[config.mk]
export PLATFORM = sky130hd
export DESIGN_NAME = tvbb_xform
export DESIGN_NICKNAME = d
export VERILOG_FILES = /design/src/hdl/tvbb_pkg.sv /design/src/hdl/tvbb_xform.sv
export SDC_FILE = /design/constraint.sdc
export NUM_CORES = 2
export LEC_CHECK = 0
export BUFFER_PORTS_ARGS = -buffer_cell sky130_fd_sc_hd__clkbuf_2
export CAP_MARGIN = 0
export CORE_ASPECT_RATIO = 1.1
export CORE_MARGIN = 1
export CORE_UTILIZATION = 50
export DETAILED_ROUTE_END_ITERATION = 10
export PLACE_DENSITY_LB_ADDON = 0.25
export SYNTH_ARGS = -nofsm -noshare
export SYNTH_HDL_FRONTEND = slang
export SYNTH_SLANG_ARGS = --single-unit
[constraint.sdc]
create_clock -name aclk -period 8.99 [get_ports aclk]
set_input_delay 0.4495 -clock aclk [delete_from_list [all_inputs] [get_ports aclk]]
set_output_delay 0.4495 -clock aclk [all_outputs]
set_load 0.05 [all_outputs]
[src/hdl/tvbb_pkg.sv]
// Shared types, widths and constants for the transformed vertex bounding box.
package tvbb_pkg;

    localparam int NUM_AXES   = 3;
    localparam int COORD_W    = 32;
    localparam int COEF_W     = 16;
    localparam int ROW_W      = NUM_AXES * COEF_W;
    localparam int PROD_W     = COEF_W + COORD_W;
    localparam int FRAC_SHIFT = 12;
    localparam int ACC_W      = PROD_W + 3;
    localparam int Q_W        = ACC_W - FRAC_SHIFT;
    localparam int CFG_IDX_W  = 3;
    localparam int IN_DATA_W  = NUM_AXES * COORD_W;
    localparam int OUT_DATA_W = 2 * NUM_AXES * COORD_W;

    typedef logic signed [COORD_W-1:0] coord_t;
    typedef logic [ROW_W-1:0]          row_t;

    // Register indexes on the configuration port
    localparam logic [CFG_IDX_W-1:0] REG_ROW_X   = 3'd0;
    localparam logic [CFG_IDX_W-1:0] REG_ROW_Y   = 3'd1;
    localparam logic [CFG_IDX_W-1:0] REG_ROW_Z   = 3'd2;
    localparam logic [CFG_IDX_W-1:0] REG_SHIFT_X = 3'd3;
    localparam logic [CFG_IDX_W-1:0] REG_SHIFT_Y = 3'd4;
    localparam logic [CFG_IDX_W-1:0] REG_SHIFT_Z = 3'd5;

    // Identity rows: 1.0 in Q4.12 on the matching input axis
    localparam row_t ROW_X_RESET = row_t'(48'h0000_0000_1000);
    localparam row_t ROW_Y_RESET = row_t'(48'h0000_1000_0000);
    localparam row_t ROW_Z_RESET = row_t'(48'h1000_0000_0000);

    localparam logic signed [ACC_W-1:0] ROUND_HALF = ACC_W'(1) <<< (FRAC_SHIFT - 1);
    localparam coord_t COORD_MAX = 32'sh7fff_ffff;
    localparam coord_t COORD_MIN = 32'sh8000_0000;

    // Load enables for the two transform pipeline stages
    typedef struct packed {
        logic prod_en;
        logic sum_en;
    } pipe_ctl_t;

endpackage

[src/hdl/tvbb_xform.sv]
// One output axis of the affine transform: products, then sum, round and saturate.
module tvbb_xform (
    input  logic               aclk,
    input  tvbb_pkg::pipe_ctl_t ctl,
    input  tvbb_pkg::row_t     row_coefs,
    input  tvbb_pkg::coord_t   shift,
    input  tvbb_pkg::coord_t   vtx_x,
    input  tvbb_pkg::coord_t   vtx_y,
    input  tvbb_pkg::coord_t   vtx_z,
    output tvbb_pkg::coord_t   result
);

    logic signed [tvbb_pkg::COEF_W-1:0] coef [tvbb_pkg::NUM_AXES];
    tvbb_pkg::coord_t                   vtx  [tvbb_pkg::NUM_AXES];
    logic signed [tvbb_pkg::PROD_W-1:0] prod_next [tvbb_pkg::NUM_AXES];
    logic signed [tvbb_pkg::PROD_W-1:0] prod_reg  [tvbb_pkg::NUM_AXES];
    logic signed [tvbb_pkg::ACC_W-1:0]  acc;
    logic signed [tvbb_pkg::Q_W-1:0]    quot;
    logic [tvbb_pkg::Q_W-tvbb_pkg::COORD_W:0] top_bits;
    tvbb_pkg::coord_t                   result_next;
    tvbb_pkg::coord_t                   result_reg;

    assign vtx[0] = vtx_x;
    assign vtx[1] = vtx_y;
    assign vtx[2] = vtx_z;

    always_comb begin
        for (int i = 0; i < tvbb_pkg::NUM_AXES; i++) begin
            coef[i]      = $signed(row_coefs[i*tvbb_pkg::COEF_W +: tvbb_pkg::COEF_W]);
            prod_next[i] = tvbb_pkg::PROD_W'(coef[i]) * tvbb_pkg::PROD_W'(vtx[i]);
        end
    end

    always_ff @(posedge aclk) begin
        if (ctl.prod_en) begin
            for (int i = 0; i < tvbb_pkg::NUM_AXES; i++) begin
                prod_reg[i] <= prod_next[i];
            end
        end
    end

    // Exact sum in Q.28, round half up, floor by the fraction shift
    always_comb begin
        acc = tvbb_pkg::ACC_W'(prod_reg[0]) + tvbb_pkg::ACC_W'(prod_reg[1])
            + tvbb_pkg::ACC_W'(prod_reg[2])
            + (tvbb_pkg::ACC_W'(shift) <<< tvbb_pkg::FRAC_SHIFT)
            + tvbb_pkg::ROUND_HALF;
        quot     = $signed(acc[tvbb_pkg::ACC_W-1:tvbb_pkg::FRAC_SHIFT]);
        top_bits = quot[tvbb_pkg::Q_W-1:tvbb_pkg::COORD_W-1];
        if ((&top_bits) || !(|top_bits)) begin
            result_next = quot[tvbb_pkg::COORD_W-1:0];
        end else if (quot[tvbb_pkg::Q_W-1]) begin
            result_next = tvbb_pkg::COORD_MIN;
        end else begin
            result_next = tvbb_pkg::COORD_MAX;
        end
    end

    always_ff @(posedge aclk) begin
        if (ctl.sum_en) begin
            result_reg <= result_next;
        end
    end

    assign result = result_reg;

endmodule

Yosys cells after proc, flatten, opt, wreduce, memory -nomap -nowiden:

Memories as Yosys holds them, arrays and structs flattened.
Cells that the tools add are included.
Widths: inputs -> output; s select.

* $add $sub $neg: 4
* $mul: 3
* multiplexer cells: 4
* reduce and logical (&&, ||, !) cells: 4

Operator list (count)
* $mul 16x32->48: 3
* $mux 32: 2
* $add 50x44->51: 1
* $add 51x13->51 const B: 1
* $add 49x48->50: 1
* $add 48x48->49: 1
* $reduce_and 8->1: 1
* $reduce_or 8->1: 1
* $mux 1: 2
* $logic_not 1->1: 1
* $logic_or 1x1->1: 1

* flip-flop bits (word level): 32
* RAM bits: 144
* input bits: 179
* memories: 1

Memory list
* prod_reg: depth 3, width 48, rd ports 3, clocked after memory_dff 0, wr ports 3, line tvbb_xform.sv:16 `logic signed [tvbb_pkg::PROD_W-1:0] prod_reg [tvbb_pkg::NUM_AXES];`

Logic depth before layout (Yosys ltp):

* word-level depth: 8
* depth in mapped cells: 27
* depth with buffers taken out: 25

Worst setup path after synthesis:

No wires, ideal clock.

* path type: input port to flip-flop
* start: in vtx_x[7]
* end: mem prod_reg[0][40] in the netlist's numbering (data pin)
* library setup time: 0.261 ns
* arrival: 6.491 ns
* data required time: 8.729 ns
* slack: 2.238 ns
* cell stages on the path: 26
* buffers on the path: 1
* path through: clkbuf_1 > nand2_1 > fa_1 > inv_1 > fa_1 > inv_1 > fa_1 > inv_1 > fa_1 > fa_1 > inv_1 > fa_1 > inv_1 > ha_1 > a21o_1 > a21o_1 > a21o_1 > a221o_1 > a21oi_1 > o221ai_1 > a41oi_1 > o21ai_1 > a31oi_1 > o21ai_1 > a41o_1 > xor2_1

RTL lines
* from (decl): line tvbb_xform.sv:7 `input tvbb_pkg::coord_t vtx_x,`
* to (decl): line tvbb_xform.sv:16

==> results.toml <==
[routing]
drtIter0Drc = 2569
wl_per_cell_um = 19.74
drt-total-wl_um = 165000
route.detailed.drc = 0
vias_per_cell = 5.385
detailroute.via_count = 45005
drtAntennaViolNets = 0
firstDrtPassIters = 10

[sta]
final.min_clock_period_ns = 7.553
tns_ns = 0
timing.fmax_mhz = 132.4
final-hold-violation-count = 0
tightest_slew_ns = 1.042
finalClockSkew_ns = 0.01390
maxSlewViolCount = 0
rsz0062_at_grt = "false"
report.final.setup_viol = 0
worst_slew_margin_rel = 0.3054
whs_ns = 0.5005
finalCritPeriodShare = 0.8402

[floorplanning]
rows = 136
die_w_um = 341.3
die_y_um = 375.2
initial_core_util = 0.5056
coreArea_um2 = 125200
fp.dieArea_um2 = 128100
ioPinCount = 211

[job]
drv_cap = 0

[global_routing]
antenna_found_initial = 11
grt_max_degree = 78
grt_usage = 0.2685
grt_pass1_wl_um = 266800
grt-ovfl-total = 0
grt_pass1_vias = 49004

[synthesis]
ys_warn_count = 0
ys_ff_latch = 176
synth.cell_area_um2 = 63320
ys_async_sr_fraction = 0
synth.area.top_cells = "fa_1 49%, inv_1 9.9%, edfxtp_1 8.3%"
syn_nets = 8845
synthFlopType = "edfxtp_1"
synth_top_cell_by_area = "fa_1"
ys_seq_area_frac = 0.08346
synth_edf_count = 176
synth_cell_type_count = 77
syn_avg_cell_area_um2 = 9.417
synth_top_area_share = 0.4875
synth_cells = 6724

[hold_path]
hold_path_class = "in2reg"

[cts]
clockRootBuffer = "clkbuf_16"
clkTransAtPathRegs_ns = 0.07
h-tree-depth = 4
cts_tree = "yes"
cts.sinks = 176
cts_setup_buffers = 0
cts-resized-gates = 0
cts_buffer_depth = 2
hold_buffers = 0
clock_latency_ns = 0.46
cts_buffers = 17

[cells_and_area]
nets = 8805
layout_commonest_cell = "inv_1"
syn2layout_area_growth_pct = 4.311
drive_gt1_frac = 0.04540
largest_reg_flops = 144
final_cell_mix = "1673 x inv_1, 1542 x fa_1, 914 x nand2_1, 630 x and2_1, 400 x ha_1"
fin_util = 0.5274

[placed_design]
port_buffers = 210
place_congestion = 0.9124
post-dp-hpwl_um = 134900

[worst_setup_path]
path_common_cell = "fa_1"
critPathCaptureType = "flip-flop"
setup.worst_path.class = "in2reg"
worstPathRequired_ns = 9.18
critPathLaunchType = "input port"
cpMaxStageDelayCell = "fa_1"
critPathMaxStageDelay_ns = 0.53
critical_path_arrival_ns = 7.75
worstPathMaxFanout = 32

[run_status]
status = "completed"
[synth_stat cells (4+ instances only)]
cell type / number
a21o_1: 121
nor2_1: 134
nand2b_1: 41
and3_1: 19
a31o_2: 6
or3_1: 8
o21a_1: 23
o31ai_1: 14
o221ai_1: 8
a221oi_1: 5
o211ai_1: 7
clkbuf_1: 264
a31oi_1: 21
nand3_1: 40
a311oi_1: 4
xnor2_1: 132
a211oi_1: 12
o21bai_1: 26
buf_1: 8
o31ai_2: 30
a22oi_1: 5
and4_1: 5
nand4_1: 32
inv_1: 1673
nor4_1: 4
edfxtp_1: 176
o41ai_1: 4
a41oi_1: 8
a21boi_0: 4
nor2b_1: 21
nand2_1: 914
o21ai_0: 73
xor2_1: 52
fa_1: 1542
o22ai_1: 4
buf_6: 6
nor3_1: 19
or2_2: 4
buf_2: 5
ha_1: 400
a21oi_1: 159
and2_1: 630
o21ai_1: 9
[routing by layer]
| layer | vias to the layer above | wire, um | share of wire | GRT usage |
|---|---|---|---|---|
| met1 | 23455 | 66590 | 0.40 | 0.3556 |
| met5 | - | 46 | 0.00028 | 0 |
| met3 | 282 | 10380 | 0.063 | 0.03256 |
| li1 | 19789 | - | - | - |
| met4 | 6 | 5333 | 0.032 | 0.07809 |
| met2 | 1473 | 82610 | 0.50 | 0.4624 |
[logic make-up after synthesis]
kind of cell,Yosys count,synth area share
AOI/OAI and AO/OA,577,0.06287
xor gates and xnor gates,184,0.02545
adders and majority gates,1942,0.5665
buffers and inverters,1958,0.1169
DFF,176,0.08346
muxes,3,0.0004742
and+or+nand+nor,1884,0.1443
[per-stage QoR]
step	setup WS (ns)	instances	area, um2
floorplan	2.238	6724	63320
global placement	1.160	8321	65460
detailed placement	1.087	8321	65460
CTS	1.552	8352	66040
global route	1.061	8357	66050
finish	1.437	8358	66050
[cell type report]
| type | instances | area, um2 |
|---|---|---|
| Clock inverter | 14 | 153.9 |
| Timing Repair Buffer | 224 | 1162 |
| Fill cell | 11696 | 59190 |
| Antenna cell | 6 | 15.01 |
| Tap cell | 1656 | 2072 |
| Sequential cell | 176 | 5285 |
| Clock buffer | 17 | 425.4 |
| Inverter | 1675 | 6287 |
| Multi-Input combinational cell | 4590 | 50650 |
[critical path, delay by kind of cell]
kind            cells  cell delay [ns]
compound gates     11             2.67
xor+xnor            1             0.14
simple gates        1             0.39
fa+ha+maj           7             3.35
buf+inv             5             0.70
[final timing paths]
kind	start	to	slack, ns	cells after the start
setup reg to reg	prod_reg[0][63]$_DFFE_PP_	result[11]$_DFFE_PP_	2.41	16
hold / removal	ctl[1]	prod_reg[0][12]$_DFFE_PP_	0.50	1
hold reg to reg	prod_reg[0][108]$_DFFE_PP_	result[1]$_DFFE_PP_	1.17	4
setup / recovery	row_coefs[11]	prod_reg[0][40]$_DFFE_PP_	1.44	25
Power is left out: the tool's default activity adds up to more than one toggle a clock period on the data nets, which glitch-free logic cannot reach.
